File: src/rtl/assert_macros.svh
// Assertion helpers shared by the RTL modules.
`ifndef ASSERT_MACROS_SVH
`define ASSERT_MACROS_SVH

// Same-cycle implication, checked out of reset.
`define ASSERT_IMPLY(name, ck, rn, ante, cons) \
  name: assert property (@(posedge ck) disable iff (!rn) (ante) |-> (cons)) \
    else $error("same-cycle implication failed");

// Next-cycle implication, checked out of reset.
`define ASSERT_NEXT(name, ck, rn, ante, cons) \
  name: assert property (@(posedge ck) disable iff (!rn) (ante) |=> (cons)) \
    else $error("next-cycle implication failed");

`endif

File: src/rtl/pgcs_pkg.sv
package pgcs_pkg;

  // Field and datapath widths.
  localparam int CELL_W  = 6;
  localparam int NUM_W   = 33;
  localparam int DEN_W   = 6;
  localparam int PADDR_W = 4;

  // Command queue between the front and back parts.
  localparam int CQ_DEPTH = 2;
  localparam int CQ_PTR_W = 1;
  localparam int CQ_CNT_W = 2;

  // Result queue in the back part.
  localparam int OQ_DEPTH = 4;
  localparam int OQ_PTR_W = 2;
  localparam int OQ_CNT_W = 3;

  // Register indexes on the APB port.
  localparam logic [1:0] REG_SOURCE_WIDTH    = 2'd0;
  localparam logic [1:0] REG_SOURCE_HEIGHT   = 2'd1;
  localparam logic [1:0] REG_CELLS_PER_ROW   = 2'd2;
  localparam logic [1:0] REG_OUTPUT_CAPACITY = 2'd3;

  localparam logic [15:0]       RST_SOURCE_WIDTH    = 16'd1;
  localparam logic [15:0]       RST_SOURCE_HEIGHT   = 16'd0;
  localparam logic [CELL_W-1:0] RST_CELLS_PER_ROW   = 6'd62;
  localparam logic [15:0]       RST_OUTPUT_CAPACITY = 16'hFFFF;

  localparam logic [6:0] CODE_NEWLINE = 7'd10;
  localparam logic [6:0] CODE_NUL     = 7'd0;

  typedef enum logic [1:0] {
    OP_LOAD    = 2'd0,
    OP_RENDER  = 2'd1,
    OP_RESTART = 2'd2,
    OP_NOP     = 2'd3
  } op_t;

  typedef struct packed {
    op_t        kind;
    logic [7:0] data;
  } cmd_t;

  typedef struct packed {
    logic [15:0]       source_width;
    logic [15:0]       source_height;
    logic [CELL_W-1:0] cells_per_row;
    logic [15:0]       output_capacity;
  } cfg_t;

  typedef struct packed {
    logic [6:0] char_code;
    logic       last;
    logic       image_done;
  } out_item_t;

  typedef enum logic [3:0] {
    ST_IDLE,
    ST_PROD,
    ST_DECIDE,
    ST_SY_DIV,
    ST_BASE,
    ST_XDIV,
    ST_CHARS,
    ST_ROW_END,
    ST_POST_PROD,
    ST_POST_CHK,
    ST_NUL
  } seq_state_t;

  // Gray level g maps to ramp entry g*9/15 of " .:-=+*#%@".
  function automatic logic [6:0] gray_glyph(input logic [3:0] g);
    logic [6:0] code;
    case (g) inside
      4'd0, 4'd1:   code = 7'd32;
      4'd2, 4'd3:   code = 7'd46;
      4'd4:         code = 7'd58;
      4'd5, 4'd6:   code = 7'd45;
      4'd7, 4'd8:   code = 7'd61;
      4'd9:         code = 7'd43;
      4'd10, 4'd11: code = 7'd42;
      4'd12, 4'd13: code = 7'd35;
      4'd14:        code = 7'd37;
      4'd15:        code = 7'd64;
      default:      code = 7'd32;
    endcase
    return code;
  endfunction

endpackage

File: src/rtl/pgcs_if.sv
interface pgcs_in_if;
  logic       valid;
  logic       ready;
  logic [1:0] operation;
  logic [7:0] packed_byte;

  modport source (output valid, output operation, output packed_byte, input ready);
  modport sink (input valid, input operation, input packed_byte, output ready);
endinterface


File: src/rtl/pgcs_front.sv
`include "assert_macros.svh"

module pgcs_front
  import pgcs_pkg::*;
(
  input  logic      clk,
  input  logic      rst_n,
  pgcs_in_if.sink   in_chan,
  output logic      cmd_valid,
  output cmd_t      cmd,
  input  logic      cmd_pop
);

  cmd_t                q_r [CQ_DEPTH];
  logic [CQ_PTR_W-1:0] wp_r;
  logic [CQ_PTR_W-1:0] rp_r;
  logic [CQ_CNT_W-1:0] q_cnt_r;
  logic                in_acc;
  logic                push;
  logic                pop;
  cmd_t                cmd_in;

  assign in_chan.ready = (q_cnt_r != CQ_CNT_W'(CQ_DEPTH));
  assign in_acc        = in_chan.valid && in_chan.ready;
  // Unused operation codes are dropped here and never reach the back part.
  assign push          = in_acc && (in_chan.operation != OP_NOP);
  assign pop           = cmd_pop && cmd_valid;

  assign cmd_in.kind = op_t'(in_chan.operation);
  assign cmd_in.data = in_chan.packed_byte;

  assign cmd_valid = (q_cnt_r != '0);
  assign cmd       = q_r[rp_r];

  always_ff @(posedge clk) begin
    if (!rst_n) begin
      wp_r    <= '0;
      rp_r    <= '0;
      q_cnt_r <= '0;
    end else begin
      if (push) wp_r <= wp_r + 1'b1;
      if (pop) rp_r <= rp_r + 1'b1;
      if (push && !pop) begin
        q_cnt_r <= q_cnt_r + 1'b1;
      end else if (pop && !push) begin
        q_cnt_r <= q_cnt_r - 1'b1;
      end
    end
  end

  always_ff @(posedge clk) begin
    if (push) q_r[wp_r] <= cmd_in;
  end

  `ASSERT_NEXT(a_queue_grows, clk, rst_n, push && !pop, q_cnt_r == $past(q_cnt_r) + 2'd1)

endmodule

File: src/flat_wrapper.sv
// flat-port wrapper written by rule: the top's interface ports become plain ports
module pgcs_front_flat import pgcs_pkg::*;
  (clk, rst_n, cmd_valid, cmd, cmd_pop, in_chan_valid, in_chan_operation, in_chan_packed_byte, in_chan_ready);
  pgcs_in_if in_chan_i ();
  input  logic clk;
  input  logic rst_n;
  output logic cmd_valid;
  output cmd_t cmd;
  input  logic cmd_pop;
  input wire logic [$bits(in_chan_i.valid)-1:0] in_chan_valid;
  input wire logic [$bits(in_chan_i.operation)-1:0] in_chan_operation;
  input wire logic [$bits(in_chan_i.packed_byte)-1:0] in_chan_packed_byte;
  output wire logic [$bits(in_chan_i.ready)-1:0] in_chan_ready;
  assign in_chan_i.valid = in_chan_valid;
  assign in_chan_i.operation = in_chan_operation;
  assign in_chan_i.packed_byte = in_chan_packed_byte;
  assign in_chan_ready = in_chan_i.ready;
  pgcs_front u_core (.clk(clk), .rst_n(rst_n), .in_chan(in_chan_i), .cmd_valid(cmd_valid), .cmd(cmd), .cmd_pop(cmd_pop));
endmodule
File: config.mk
export PLATFORM = sky130hd
export DESIGN_NAME = pgcs_front_flat
export DESIGN_NICKNAME = d
export VERILOG_FILES = /design/src/rtl/pgcs_pkg.sv /design/src/rtl/pgcs_if.sv /design/src/rtl/pgcs_front.sv /design/src/flat_wrapper.sv
export VERILOG_INCLUDE_DIRS = /design/src /design/src/rtl
export SDC_FILE = /design/constraint.sdc
export NUM_CORES = 1
export LEC_CHECK = 0
export ABC_AREA = 1
export ABC_CLOCK_PERIOD_IN_PS = 2100
export BUFFER_PORTS_ARGS = -buffer_cell sky130_fd_sc_hd__buf_2
export CORE_MARGIN = 1
export CORE_UTILIZATION = 35
export CTS_CLUSTER_DIAMETER = 150
export DETAILED_ROUTE_END_ITERATION = 7
export PLACE_DENSITY = 0.68
export REMOVE_ABC_BUFFERS = 1
export SKIP_CTS_REPAIR_TIMING = 1
export SLEW_MARGIN = 20
export SYNTH_ARGS = -nofsm -noshare
export SYNTH_HDL_FRONTEND = slang
export SYNTH_SLANG_ARGS = --single-unit
File: constraint.sdc
create_clock -name clk -period 2.1 [get_ports clk]
set_input_delay 0.42 -clock clk [delete_from_list [all_inputs] [get_ports clk]]
set_output_delay 0.42 -clock clk [all_outputs]
set_load 0.02 [all_outputs]
==> results.md <==
- Max-slew violation count: 0
- Maximum number of buffers from clock root to sink: 2
- Wirelength, routed: 1520 um
- Endpoint of the worst-slack reg-to-reg timing path: u_core.q_r[1][5]
- Iteration-0 DRC count of the detailed router: 16
- Power density over the cells: 1070 nW/um^2
- Residual DRC: 0
- Category of the most critical setup path: register to output pin
- Detailed-routing iteration count for the pre-antenna-repair pass: 4
- Layout overhead on the synthesized area: 19.4%
- GRT met2 Usage: 20.7%
- Proportion of layout cells with a drive suffix above 1: 39.4%
- Max capacitance violation total: 0
- Wire length per cell: 11.7 um
- Switching Fraction: 33.2%
- Leftover overflow at the end of global routing: 0
- Area of all sequential standard cells: 701 um^2
- Mean cell area of the mapped netlist: 14.1 um^2
- Worst endpoint data arrival time: 1.48 ns
- Die height: 55.0 um
- Register-to-Register Setup Slack: 0.70 ns
- Startpoint of the most critical hold path: in_chan_packed_byte[1]
- Number of nets still failing antenna checks after routing: 0
- Stage delay of the slowest cell on the critical path: 0.63 ns
- CP Cell Sequence: mux2_2, buf_2
- Final number of setup-violating endpoints: 0
- Slew at the pin closest to its max-slew limit: 0.468 ns
- Final layout net count: 115
- Internal power contribution: 0.840 mW
- Total design power: 1.26 mW
- Clock tree root driver cell: sky130_fd_sc_hd__clkbuf_4
- Core Box Area: 2570 um^2
- Remaining max-slew budget at the tightest pin: 68.8%
- Via count: 580
- Clock slew at reported path FFs: 0.12 ns
- Clock insertion delay at the later pin of the skew report: 0.30 ns
- Final count of hold timing violations: 0
- Synthesis-stage register bit count: 25
- Outcome: finished, final reports clean
- Endpoint class of the critical path: output pin
- Highest clock rate: 528 MHz
- Clock network fraction of total power: 15.8%
- HPWL Detailed: 1140 um
- Period utilization: 90.2%
- Layout fillers: 254
- Global Route Usage Sum: 11.6%
- H-tree depth reported by CTS: 1
- GR peak layer: met2
- TritonCTS buffer count: 3
- Starting density of the core: 38.4%
- Maximum number of pins on one net before global-route repair: 14
- Type of origin of the critical path: register
- Via-per-instance ratio: 4.50
- Library cell contributing the largest single delay on the critical path: sky130_fd_sc_hd__dfxtp_1
- Post-Route Skew: 0.00384 ns
- Io pins: 26
- IO Port Bufs: 25
- Width of the die: 55.0 um
- Setup TNS after final layout: 0 ns
- Endpoint of the worst hold-timing path: u_core.q_r[1][1]
- Yosys warning count: 0
- Antenna violations before repair: 0
- Area of the die: 3030 um^2
- Number of global-route vias before repair: 603
- Sink count of the clock tree: 25
- Combinational share of power: 31.1%
- Leakage: 0.480 nW
- Clock tree from TritonCTS: built
- Part of the total power dissipated in sequential elements: 53.1%
- Routability congestion estimate from global placement: 0.664
- Met1 global-route usage: 12.3%
- Distinct cell type count after synthesis: 19
- Clock period minus worst slack: 1.90 ns
- Beginning of the worst register-to-register path: u_core.q_cnt_r[0]
- CP max FO: 10
- Depth of the most critical reg-to-reg path: 4
- Worst hold-check path type: input pin to register
- Antenna fix cells: 0
- Data required time at the worst endpoint: 1.68 ns
- Mapped cell area: 985 um^2
- Row count: 18
- Post-synthesis cell count: 70
- Wire length of the first global-routing pass: 2390 um
- Met3 Use GR: 3.01%
- Maximum vdd drop: 0.624 mV
- Sequential element share of the synthesized area: 71.2%
- Area occupied by multi-input gates: 249 um^2
- Net switching component of the power: 0.418 mW
- Number of cells on the worst hold path: 1
- Crit path setup slack, layout: 0.205 ns
- Post-placement setup slack: 0.534 ns
- Unrepaired setup endpoints after global routing: false
## stage by stage
stage / hold slack, ns / util (%) / area (um^2) / std cells
finish: 0.303 / 45.8 / 1180 / 129
global route: 0.282 / 45.8 / 1180 / 129
CTS: 0.288 / 45.8 / 1180 / 129
detailed placement: 0.492 / 44.8 / 1150 / 125
global placement: 0.479 / 44.8 / 1150 / 125
floorplan: 0.465 / - / 980 / 69
## critical path, delay by kind of cell, from the launching register on
kind / cells / cell delay (ns)
buffers and inverters: 1 / 0.16
muxes: 1 / 0.39
DFF: 1 / 0.63
## synthesized netlist by cell type, drive strengths merged
cell type / number / area [um^2]
nand4: 1 / 6.26
o21ai: 1 / 5.00
dfxtp: 5 / 100
buf: 1 / 5.00
nand3: 1 / 5.00
o21a: 1 / 8.76
edfxtp: 20 / 601
nand2: 11 / 46.3
inv: 8 / 30.0
nor3: 1 / 5.00
nor2: 8 / 42.5
ha: 1 / 12.5
mux2: 10 / 113
a21oi: 1 / 5.00
## cell usage in the layout (no fill, tap or decap), types with 3 or more instances in the layout
master                      n
sky130_fd_sc_hd__clkbuf_4   3
sky130_fd_sc_hd__nand2_1    9
sky130_fd_sc_hd__nor2_1     5
sky130_fd_sc_hd__inv_1      6
sky130_fd_sc_hd__dfxtp_1    5
sky130_fd_sc_hd__edfxtp_1  20
sky130_fd_sc_hd__buf_2     25
sky130_fd_sc_hd__mux2_1     8
## kinds of logic (layout without fill, tap and decap cells)
logic type / count (synthesis) / after routing / synth area share [%]
AND/OR/NAND/NOR: 22 / 22 / 10.7
multiplexers: 10 / 10 / 11.4
adder cells (fa/ha/maj): 1 / 1 / 1.27
AO/OA/AOI/OAI: 3 / 3 / 1.91
flip-flops: 25 / 25 / 71.2
buffers and inverters: 9 / 38 / 3.56
## layer usage
layer  routed length, um  vias to the layer above  part of all wire, %
met2                 770                       16                   51
met4                   0                        0                    0
met3                  94                        0                  6.2
met1                 650                      263                   43
met5                   0                        -                    0
li1                    -                      301                    -
## final cells by class
type                    instances  area share, %
flip-flops and latches         25           59.6
well taps                      30           3.19
inverters                       8           2.55
multi-input cells              36           21.2
repair buffers                 26           11.3
clock buffers                   4           2.23
## worst max-delay path by stage
stage | from | cells after the start | slack, ns | end
detailed placement | in_chan_operation[1] | 6 | 0.53 | u_core.q_r[1][0]
finish | register | 2 | 0.20 | cmd[4]
global route | register | 2 | 0.12 | cmd[4]
CTS | register | 2 | 0.17 | cmd[4]
floorplan | in_chan_operation[0] | 3 | 0.41 | u_core.q_r[0][0]
global placement | register | 2 | 0.56 | cmd[9]
## sequential cells by signal, indices dropped and copies added (netlist names), named ones only
signal and flops:
u_core.q_cnt_r 2, u_core.q_r 20, u_core.rp_r 1, u_core.wp_r 1
## power groups by stage
stage / clock [mW] / combinational [mW] / sequential (mW)
final: 0.198 / 0.392 / 0.668
after floorplan: 0 / 0.287 / 0.666
after global placement: 0 / 0.388 / 0.676
after CTS: 0.209 / 0.399 / 0.670
after detailed placement: 0 / 0.396 / 0.682
after global routing: 0.226 / 0.446 / 0.678
No activity file was read; power rests on OpenSTA's default activity.
