===== src/rtl/assert_macros.svh =====
// Assertion helpers shared by the RTL modules.
`ifndef ASSERT_MACROS_SVH
`define ASSERT_MACROS_SVH

// Same-cycle implication, checked out of reset.
`define ASSERT_IMPLY(name, ck, rn, ante, cons) \
  name: assert property (@(posedge ck) disable iff (!rn) (ante) |-> (cons)) \
    else $error("same-cycle implication failed");

// Next-cycle implication, checked out of reset.
`define ASSERT_NEXT(name, ck, rn, ante, cons) \
  name: assert property (@(posedge ck) disable iff (!rn) (ante) |=> (cons)) \
    else $error("next-cycle implication failed");

`endif


===== src/rtl/pgcs_pkg.sv =====
package pgcs_pkg;

  // Field and datapath widths.
  localparam int CELL_W  = 6;
  localparam int NUM_W   = 33;
  localparam int DEN_W   = 6;
  localparam int PADDR_W = 4;

  // Command queue between the front and back parts.
  localparam int CQ_DEPTH = 2;
  localparam int CQ_PTR_W = 1;
  localparam int CQ_CNT_W = 2;

  // Result queue in the back part.
  localparam int OQ_DEPTH = 4;
  localparam int OQ_PTR_W = 2;
  localparam int OQ_CNT_W = 3;

  // Register indexes on the APB port.
  localparam logic [1:0] REG_SOURCE_WIDTH    = 2'd0;
  localparam logic [1:0] REG_SOURCE_HEIGHT   = 2'd1;
  localparam logic [1:0] REG_CELLS_PER_ROW   = 2'd2;
  localparam logic [1:0] REG_OUTPUT_CAPACITY = 2'd3;

  localparam logic [15:0]       RST_SOURCE_WIDTH    = 16'd1;
  localparam logic [15:0]       RST_SOURCE_HEIGHT   = 16'd0;
  localparam logic [CELL_W-1:0] RST_CELLS_PER_ROW   = 6'd62;
  localparam logic [15:0]       RST_OUTPUT_CAPACITY = 16'hFFFF;

  localparam logic [6:0] CODE_NEWLINE = 7'd10;
  localparam logic [6:0] CODE_NUL     = 7'd0;

  typedef enum logic [1:0] {
    OP_LOAD    = 2'd0,
    OP_RENDER  = 2'd1,
    OP_RESTART = 2'd2,
    OP_NOP     = 2'd3
  } op_t;

  typedef struct packed {
    op_t        kind;
    logic [7:0] data;
  } cmd_t;

  typedef struct packed {
    logic [15:0]       source_width;
    logic [15:0]       source_height;
    logic [CELL_W-1:0] cells_per_row;
    logic [15:0]       output_capacity;
  } cfg_t;

  typedef struct packed {
    logic [6:0] char_code;
    logic       last;
    logic       image_done;
  } out_item_t;

  typedef enum logic [3:0] {
    ST_IDLE,
    ST_PROD,
    ST_DECIDE,
    ST_SY_DIV,
    ST_BASE,
    ST_XDIV,
    ST_CHARS,
    ST_ROW_END,
    ST_POST_PROD,
    ST_POST_CHK,
    ST_NUL
  } seq_state_t;

  // Gray level g maps to ramp entry g*9/15 of " .:-=+*#%@".
  function automatic logic [6:0] gray_glyph(input logic [3:0] g);
    logic [6:0] code;
    case (g) inside
      4'd0, 4'd1:   code = 7'd32;
      4'd2, 4'd3:   code = 7'd46;
      4'd4:         code = 7'd58;
      4'd5, 4'd6:   code = 7'd45;
      4'd7, 4'd8:   code = 7'd61;
      4'd9:         code = 7'd43;
      4'd10, 4'd11: code = 7'd42;
      4'd12, 4'd13: code = 7'd35;
      4'd14:        code = 7'd37;
      4'd15:        code = 7'd64;
      default:      code = 7'd32;
    endcase
    return code;
  endfunction

endpackage


===== src/rtl/pgcs_cfg.sv =====
module pgcs_cfg
  import pgcs_pkg::*;
(
  input  logic               clk,
  input  logic               rst_n,
  input  logic               psel,
  input  logic               penable,
  input  logic               pwrite,
  input  logic [PADDR_W-1:0] paddr,
  input  logic [31:0]        pwdata,
  output logic [31:0]        prdata,
  output logic               pready,
  output cfg_t               cfg
);

  cfg_t       cfg_r;
  logic       wr_en;
  logic [1:0] idx;

  assign idx    = paddr[3:2];
  assign wr_en  = psel && penable && pwrite && pready;
  assign pready = 1'b1;
  assign cfg    = cfg_r;

  always_ff @(posedge clk) begin
    if (!rst_n) begin
      cfg_r.source_width    <= RST_SOURCE_WIDTH;
      cfg_r.source_height   <= RST_SOURCE_HEIGHT;
      cfg_r.cells_per_row   <= RST_CELLS_PER_ROW;
      cfg_r.output_capacity <= RST_OUTPUT_CAPACITY;
    end else if (wr_en) begin
      case (idx)
        REG_SOURCE_WIDTH:    cfg_r.source_width    <= pwdata[15:0];
        REG_SOURCE_HEIGHT:   cfg_r.source_height   <= pwdata[15:0];
        REG_CELLS_PER_ROW:   cfg_r.cells_per_row   <= pwdata[CELL_W-1:0];
        REG_OUTPUT_CAPACITY: cfg_r.output_capacity <= pwdata[15:0];
        default: ;
      endcase
    end
  end

  always_comb begin
    case (idx)
      REG_SOURCE_WIDTH:    prdata = {16'd0, cfg_r.source_width};
      REG_SOURCE_HEIGHT:   prdata = {16'd0, cfg_r.source_height};
      REG_CELLS_PER_ROW:   prdata = {26'd0, cfg_r.cells_per_row};
      REG_OUTPUT_CAPACITY: prdata = {16'd0, cfg_r.output_capacity};
      default:             prdata = 32'd0;
    endcase
  end

endmodule


===== config.mk =====
export PLATFORM = sky130hd
export DESIGN_NAME = pgcs_cfg
export DESIGN_NICKNAME = d
export VERILOG_FILES = /design/src/rtl/assert_macros.svh /design/src/rtl/pgcs_pkg.sv /design/src/rtl/pgcs_cfg.sv
export SDC_FILE = /design/constraint.sdc
export NUM_CORES = 1
export LEC_CHECK = 0
export BUFFER_PORTS_ARGS = -buffer_cell sky130_fd_sc_hd__buf_2
export CORE_MARGIN = 2
export CORE_UTILIZATION = 30
export DETAILED_ROUTE_END_ITERATION = 6
export PLACE_DENSITY = 0.59
export SLEW_MARGIN = 20
export SYNTH_ARGS = -nofsm -noshare
export SYNTH_HDL_FRONTEND = slang
export SYNTH_SLANG_ARGS = --single-unit

===== constraint.sdc =====
create_clock -name clk -period 1.5 [get_ports clk]
set_input_delay 0.3 -clock clk [delete_from_list [all_inputs] [get_ports clk]]
set_output_delay 0.3 -clock clk [all_outputs]
set_load 0.01 [all_outputs]

==> impl_metrics.json, run 1 <==
{
  "tightest_slew_ns": 0.525,
  "synth_area_per_cell_um2": 9.55,
  "die_h_um": 99.1,
  "violations": "setup timing",
  "fillCellCount": 907,
  "finalNonFillerCells": 501,
  "cp_slowest_cell": "mux4_2",
  "syn_area_mm2": 0.00271,
  "critical_path_class": "reg2out",
  "drc_errors": 0,
  "cts_max_level": 2,
  "antenna_found_initial": 1,
  "seq_area_frac_synth_pct": 39.9,
  "initial_utilization_pct": 31.0,
  "fmax_mhz": 643,
  "overflow": 0,
  "pre_cts_slack_ns": -0.0848,
  "drt_wl_total_um": 7200,
  "core-area_mm2": 0.00876,
  "status": "finished, violations left",
  "rsz0062_at_grt": "true",
  "maxCapViolCount": 0,
  "finalCriticalPeriod_ns": 1.55,
  "antenna_cells": 0,
  "synth_cells": 284,
  "tns_ns": -0.235,
  "ys_ff_latch": 54,
  "required_ns": 1.20,
  "io_pins": 128,
  "cellLeakagePower_uw": 0.00170,
  "slew_violations": 0,
  "synth_adder_area_share_pct": 0,
  "setup_ws_ns": -0.0550,
  "worstRegToRegCells": 4,
  "fin_skew_ns": 0,
  "synth-compound-area-share_pct": 8.39,
  "clock-sinks": 54,
  "vias": 2305,
  "die_area_mm2": 0.00982,
  "final_core_util_pct": 40.2,
  "hpwl_um": 5300,
  "numCtsBuffers": 5,
  "relSlewSlack_pct": 65.0,
  "row_count": 34,
  "yosysWarnings": 0,
  "drtIter0Drc": 54,
  "finalSetupViolations": 6,
  "synthXorXnorAreaFrac_pct": 0,
  "cts_tree": "done",
  "wl_per_cell_um": 14.4,
  "place_congestion": 0.721,
  "avgViaCountPerCell": 4.60,
  "synthToLayoutAreaGrowth_pct": 30.0,
  "grt_first_pass_wirelength_um": 11800,
  "fp.dieW_um": 99.1,
  "vdd_drop_max_mv": 0.453,
  "synth_simple_gate_area_share_pct": 17.1,
  "synth_top_family_by_area": "multiplexers",
  "grt_max_degree": 31,
  "drive_above_1_share_pct": 42.7,
  "ant_nets": 0,
  "hold_buffers": 0,
  "slowest_delay_ns": 0.47,
  "end_kind": "output port",
  "cp-start-kind": "register",
  "clk_pin_slew_ns": 0.09,
  "whs_path_depth": 3,
  "first_pass_iters": 4,
  "final_nets": 433,
  "largest_register_ffs": 54,
  "fin_crit_sh_pct": 104,
  "powerDensity_mw_per_mm2": 767,
  "arrival_ns": 1.25,
  "worstPathMaxFanout": 3,
  "grt_pass1_vias": 2365,
  "grt_use_total_pct": 14.9,
  "yosysUniqueCellTypes": 27,
  "port_buffers": 92,
  "muxShareOfSynthArea_pct": 22.7,
  "path_cells": "mux4_2, buf_6",
  "dp.cells": 485,
  "hold_ws_ns": 0.251,
  "cts_max_path_buffers": 2,
  "hp-class": "in2reg",
  "clkLatencyLatePin_ns": 0.30,
  "cts-root-buf": "clkbuf_8",
  "hold_violations": 0
}
-- cell usage after synthesis, drive strengths merged --
cell type | n | share of area (%)
o21ai | 10 | 1.8
a21oi | 12 | 3.0
dfxtp | 54 | 40
mux2i | 48 | 18
nor3 | 1 | 0.60
inv | 10 | 1.4
nand2 | 58 | 8.0
nand2b | 6 | 1.4
and3 | 1 | 0.23
o211ai | 10 | 3.5
nand3 | 11 | 2.2
clkbuf | 6 | 0.83
nand3b | 1 | 0.74
nor3b | 1 | 0.69
nor2b | 12 | 2.8
conb | 2 | 0.28
buf | 33 | 9.5
mux4 | 6 | 5.0
and2 | 2 | 0.46
-- cell usage in the layout, fill, tap and decap left out, drive strengths merged, types with 2 or more instances in the layout --
master and instances:
o211ai 10, conb 17, a21oi 12, dfxtp 54
nand3 11, o21ai 10, nor2b 12, clkbuf 7
inv 10, nand2b 6, buf 125, and2 2
mux4 6, nand2 58, mux2i 48
-- where the power goes --
part / internal, uW / total (uW) / switching (uW) / leakage, uW
Combinational: 179 / 396 / 217 / 0.00122
Sequential: 1450 / 1470 / 15.6 / 0.000435
Clock: 374 / 837 / 464 / 0.0000482
-- area by class of cell --
class / count / area, um2 / share of cell area [%]
repair buffers: 125 / 790 / 22.4
well taps: 108 / 135 / 3.83
clock buffers: 7 / 86.3 / 2.45
multi-input cells: 196 / 1370 / 39.0
clock inverters: 1 / 5.00 / 0.142
flip-flops and latches: 54 / 1100 / 31.2
inverters: 10 / 37.5 / 1.06
-- routing by layer --
metal / GRT usage, % / up-vias / wire (um)
li1: - / 1129 / -
met4: 3.27 / 2 / 75
met3: 2.88 / 8 / 341
met5: 0 / - / 13
met1: 19.1 / 1098 / 3180
met2: 26.0 / 68 / 3590
-- path summary, 6_finish.rpt --
check                            start                    to  slack [ns]
setup / recovery  cfg[21]$_SDFFE_PN1P_             prdata[5]       -0.05
hold / removal              pwdata[14]  cfg[14]$_SDFFE_PN1P_        0.25
setup reg to reg   cfg[0]$_SDFFE_PN1P_   cfg[0]$_SDFFE_PN1P_        0.60
hold reg to reg   cfg[44]$_SDFFE_PN0P_  cfg[44]$_SDFFE_PN0P_        0.48
-- worst max-delay path: cells and delay by family, from the launching register on --
family                 cells  cell delay, ns
multiplexers               1            0.47
flip-flops                 1            0.35
buffers and inverters      1            0.14
-- per-stage QoR --
step	area, um2	power [uW]
finish	3530	2700
global route	3530	2840
CTS	3500	2740
detailed placement	3310	1880
global placement	3310	1880
floorplan	2770	1760
-- timing repair --
action,CTS,global route
resized for setup,18,7
cloned,0,0
endpoints found under the setup margin,16,16
setup buffers,8,0
-- cell families after synthesis --
logic type      Yosys count
other cells               2
mux                      54
compound gates           32
buf+inv                  49
simple gates             93
flops                    54
Note: power is estimated with default switching activity, not from simulation.
==> run 2, diff against run 1 <==
--- a/config.mk
+++ b/config.mk
@@ -9,6 +9,7 @@
 export CORE_MARGIN = 2
 export CORE_UTILIZATION = 30
 export DETAILED_ROUTE_END_ITERATION = 6
+export HOLD_SLACK_MARGIN = 0.05
 export PLACE_DENSITY = 0.59
 export SLEW_MARGIN = 20
 export SYNTH_ARGS = -nofsm -noshare
==> constraint.sdc (replaced) <==
create_clock -name clk -period 1.5 [get_ports clk]
set_input_delay 0.3 -clock clk [delete_from_list [all_inputs] [get_ports clk]]
set_output_delay 0.3 -clock clk [all_outputs]
set_load 0.05 [all_outputs]
==> run 2 against run 1 <==
Compared with the run above: the flow still finishes with violations (setup timing); clock power up 17%; final area up 8.6%; die area unchanged; sequential power about the same; critical path depth unchanged; worst setup slack worse by 0.055 ns; wire length up 1.2%; final cell count down 0.60%; utilization up 3.5 points; clock skew unchanged; count of clock-buffer cells in the layout down 1; fmax down 3.4%; largest cell class unchanged.
==> impl_metrics.json, run 2 (synthesis gave the netlist of run 1 again) <==
{
  "row_count": 34,
  "vias": 2304,
  "seqPwrFrac_pct": 46.7,
  "setup_ws_ns": -0.110,
  "grt_use_total_pct": 14.8,
  "powerDensity_mw_per_mm2": 823,
  "drt_wl_total_um": 7290,
  "p_clk_share_pct": 31.0,
  "cts_max_path_buffers": 2,
  "rsz0062_at_grt": "true",
  "finalSetupViolations": 6,
  "fin_skew_ns": 0,
  "clkLatencyLatePin_ns": 0.30,
  "worstPathMaxFanout": 3,
  "drtIter0Drc": 62,
  "io_pins": 128,
  "first_pass_iters": 4,
  "cts-root-buf": "clkbuf_8",
  "drc_errors": 0,
  "hp-class": "in2reg",
  "critical_path_class": "reg2out",
  "finalCriticalPeriod_ns": 1.61,
  "cellLeakagePower_uw": 0.00174,
  "core-area_mm2": 0.00876,
  "grt_first_pass_wirelength_um": 11700,
  "end_kind": "output port",
  "pre_cts_slack_ns": -0.125,
  "regArea_mm2": 0.00110,
  "fillCellCount": 858,
  "combPwrFrac_pct": 22.3,
  "cp-start-kind": "register",
  "die_area_mm2": 0.00982,
  "numCtsBuffers": 5,
  "final_common_cell": "buf_2",
  "arrival_ns": 1.31,
  "fmax_mhz": 621,
  "die_h_um": 99.1,
  "vdd_drop_max_mv": 0.644,
  "fp.dieW_um": 99.1,
  "grt_max_degree": 49,
  "p_sw_share_pct": 30.6,
  "initial_utilization_pct": 31.0,
  "slew_violations": 0,
  "avgViaCountPerCell": 4.63,
  "final_nets": 430,
  "hold_ws_ns": 0.252,
  "antenna_cells": 0,
  "antenna_found_initial": 0,
  "clk_pin_slew_ns": 0.10,
  "place_congestion": 0.763,
  "clock-sinks": 54,
  "status": "finished, violations left",
  "wl_per_cell_um": 14.6,
  "violations": "setup timing",
  "drive_above_1_share_pct": 46.9,
  "tns_ns": -0.573,
  "cts_max_level": 2,
  "power_uw": 3150,
  "port_buffers": 92,
  "required_ns": 1.20,
  "grt_pass1_vias": 2249,
  "maxCapViolCount": 0,
  "most-common-layout-cells": "buf_2, nand2_1, dfxtp_1",
  "synthToLayoutAreaGrowth_pct": 41.2,
  "multi_input_area_mm2": 0.00155,
  "hpwl_um": 5080,
  "hold_violations": 0,
  "overflow": 0,
  "p_int_uw": 2190,
  "p_sw_uw": 966,
  "largest_register_ffs": 54,
  "fin_crit_sh_pct": 107,
  "hold_buffers": 0,
  "ant_nets": 0,
  "cts_tree": "done"
}
==> run 2: timing repair <==
action                     in CTS  in global routing
cloned                          0                  1
setup endpoints to repair      16                 16
gates resized for setup        55                  7
pin swaps                       0                  1
setup buffers                   4                  2
hold endpoints to repair        0                  0
==> run 2: worst paths after layout <==
kind	start	end	slack, ns	depth (start not counted)
setup / recovery	cfg[18]$_SDFFE_PN1P_	prdata[2]	-0.11	2
hold / removal	pwdata[11]	cfg[11]$_SDFFE_PN1P_	0.25	3
setup reg to reg	cfg[3]$_SDFFE_PN1P_	cfg[3]$_SDFFE_PN1P_	0.62	4
hold reg to reg	cfg[41]$_SDFFE_PN0P_	cfg[41]$_SDFFE_PN0P_	0.47	2
==> run 2: power groups by stage <==
stage          registers [uW]  clock network [uW]  logic, uW
3_5_place_dp             1500                   0        634
2_1_floorplan            1570                   0        437
5_1_grt                  1480                1070        741
4_1_cts                  1470                1020        695
3_3_place_gp             1500                   0        628
6_report                 1470                 976        704
==> run 2: cell type report <==
class | instances | area share (%)
Tap cell | 108 | 3.53
Timing Repair Buffer | 122 | 23.5
Inverter | 10 | 0.980
Clock inverter | 2 | 0.980
Sequential cell | 54 | 28.7
Clock buffer | 6 | 1.89
Multi-Input combinational cell | 196 | 40.4
==> run 2: worst max-delay path, cell delays in order (launching register included) <==
cell     delay (ns)
dfxtp_1        0.34
mux4_2         0.49
buf_6          0.17
==> run 2: routing by layer <==
layer	track usage, %	part of all wire [%]	routed length [um]
met1	19.8	46	3330
met2	25.1	49	3570
met3	2.95	4.8	347
met4	2.85	0.58	42
met5	0	0	0
==> run 2: per-stage QoR <==
stage | instance area [um2] | std cells | utilization, %
after floorplan | 2870 | 299 | -
after global placement | 3450 | 483 | 39.3
after detailed placement | 3450 | 483 | 39.3
after CTS | 3780 | 495 | 43.1
after global routing | 3830 | 498 | 43.7
final | 3830 | 498 | 43.7
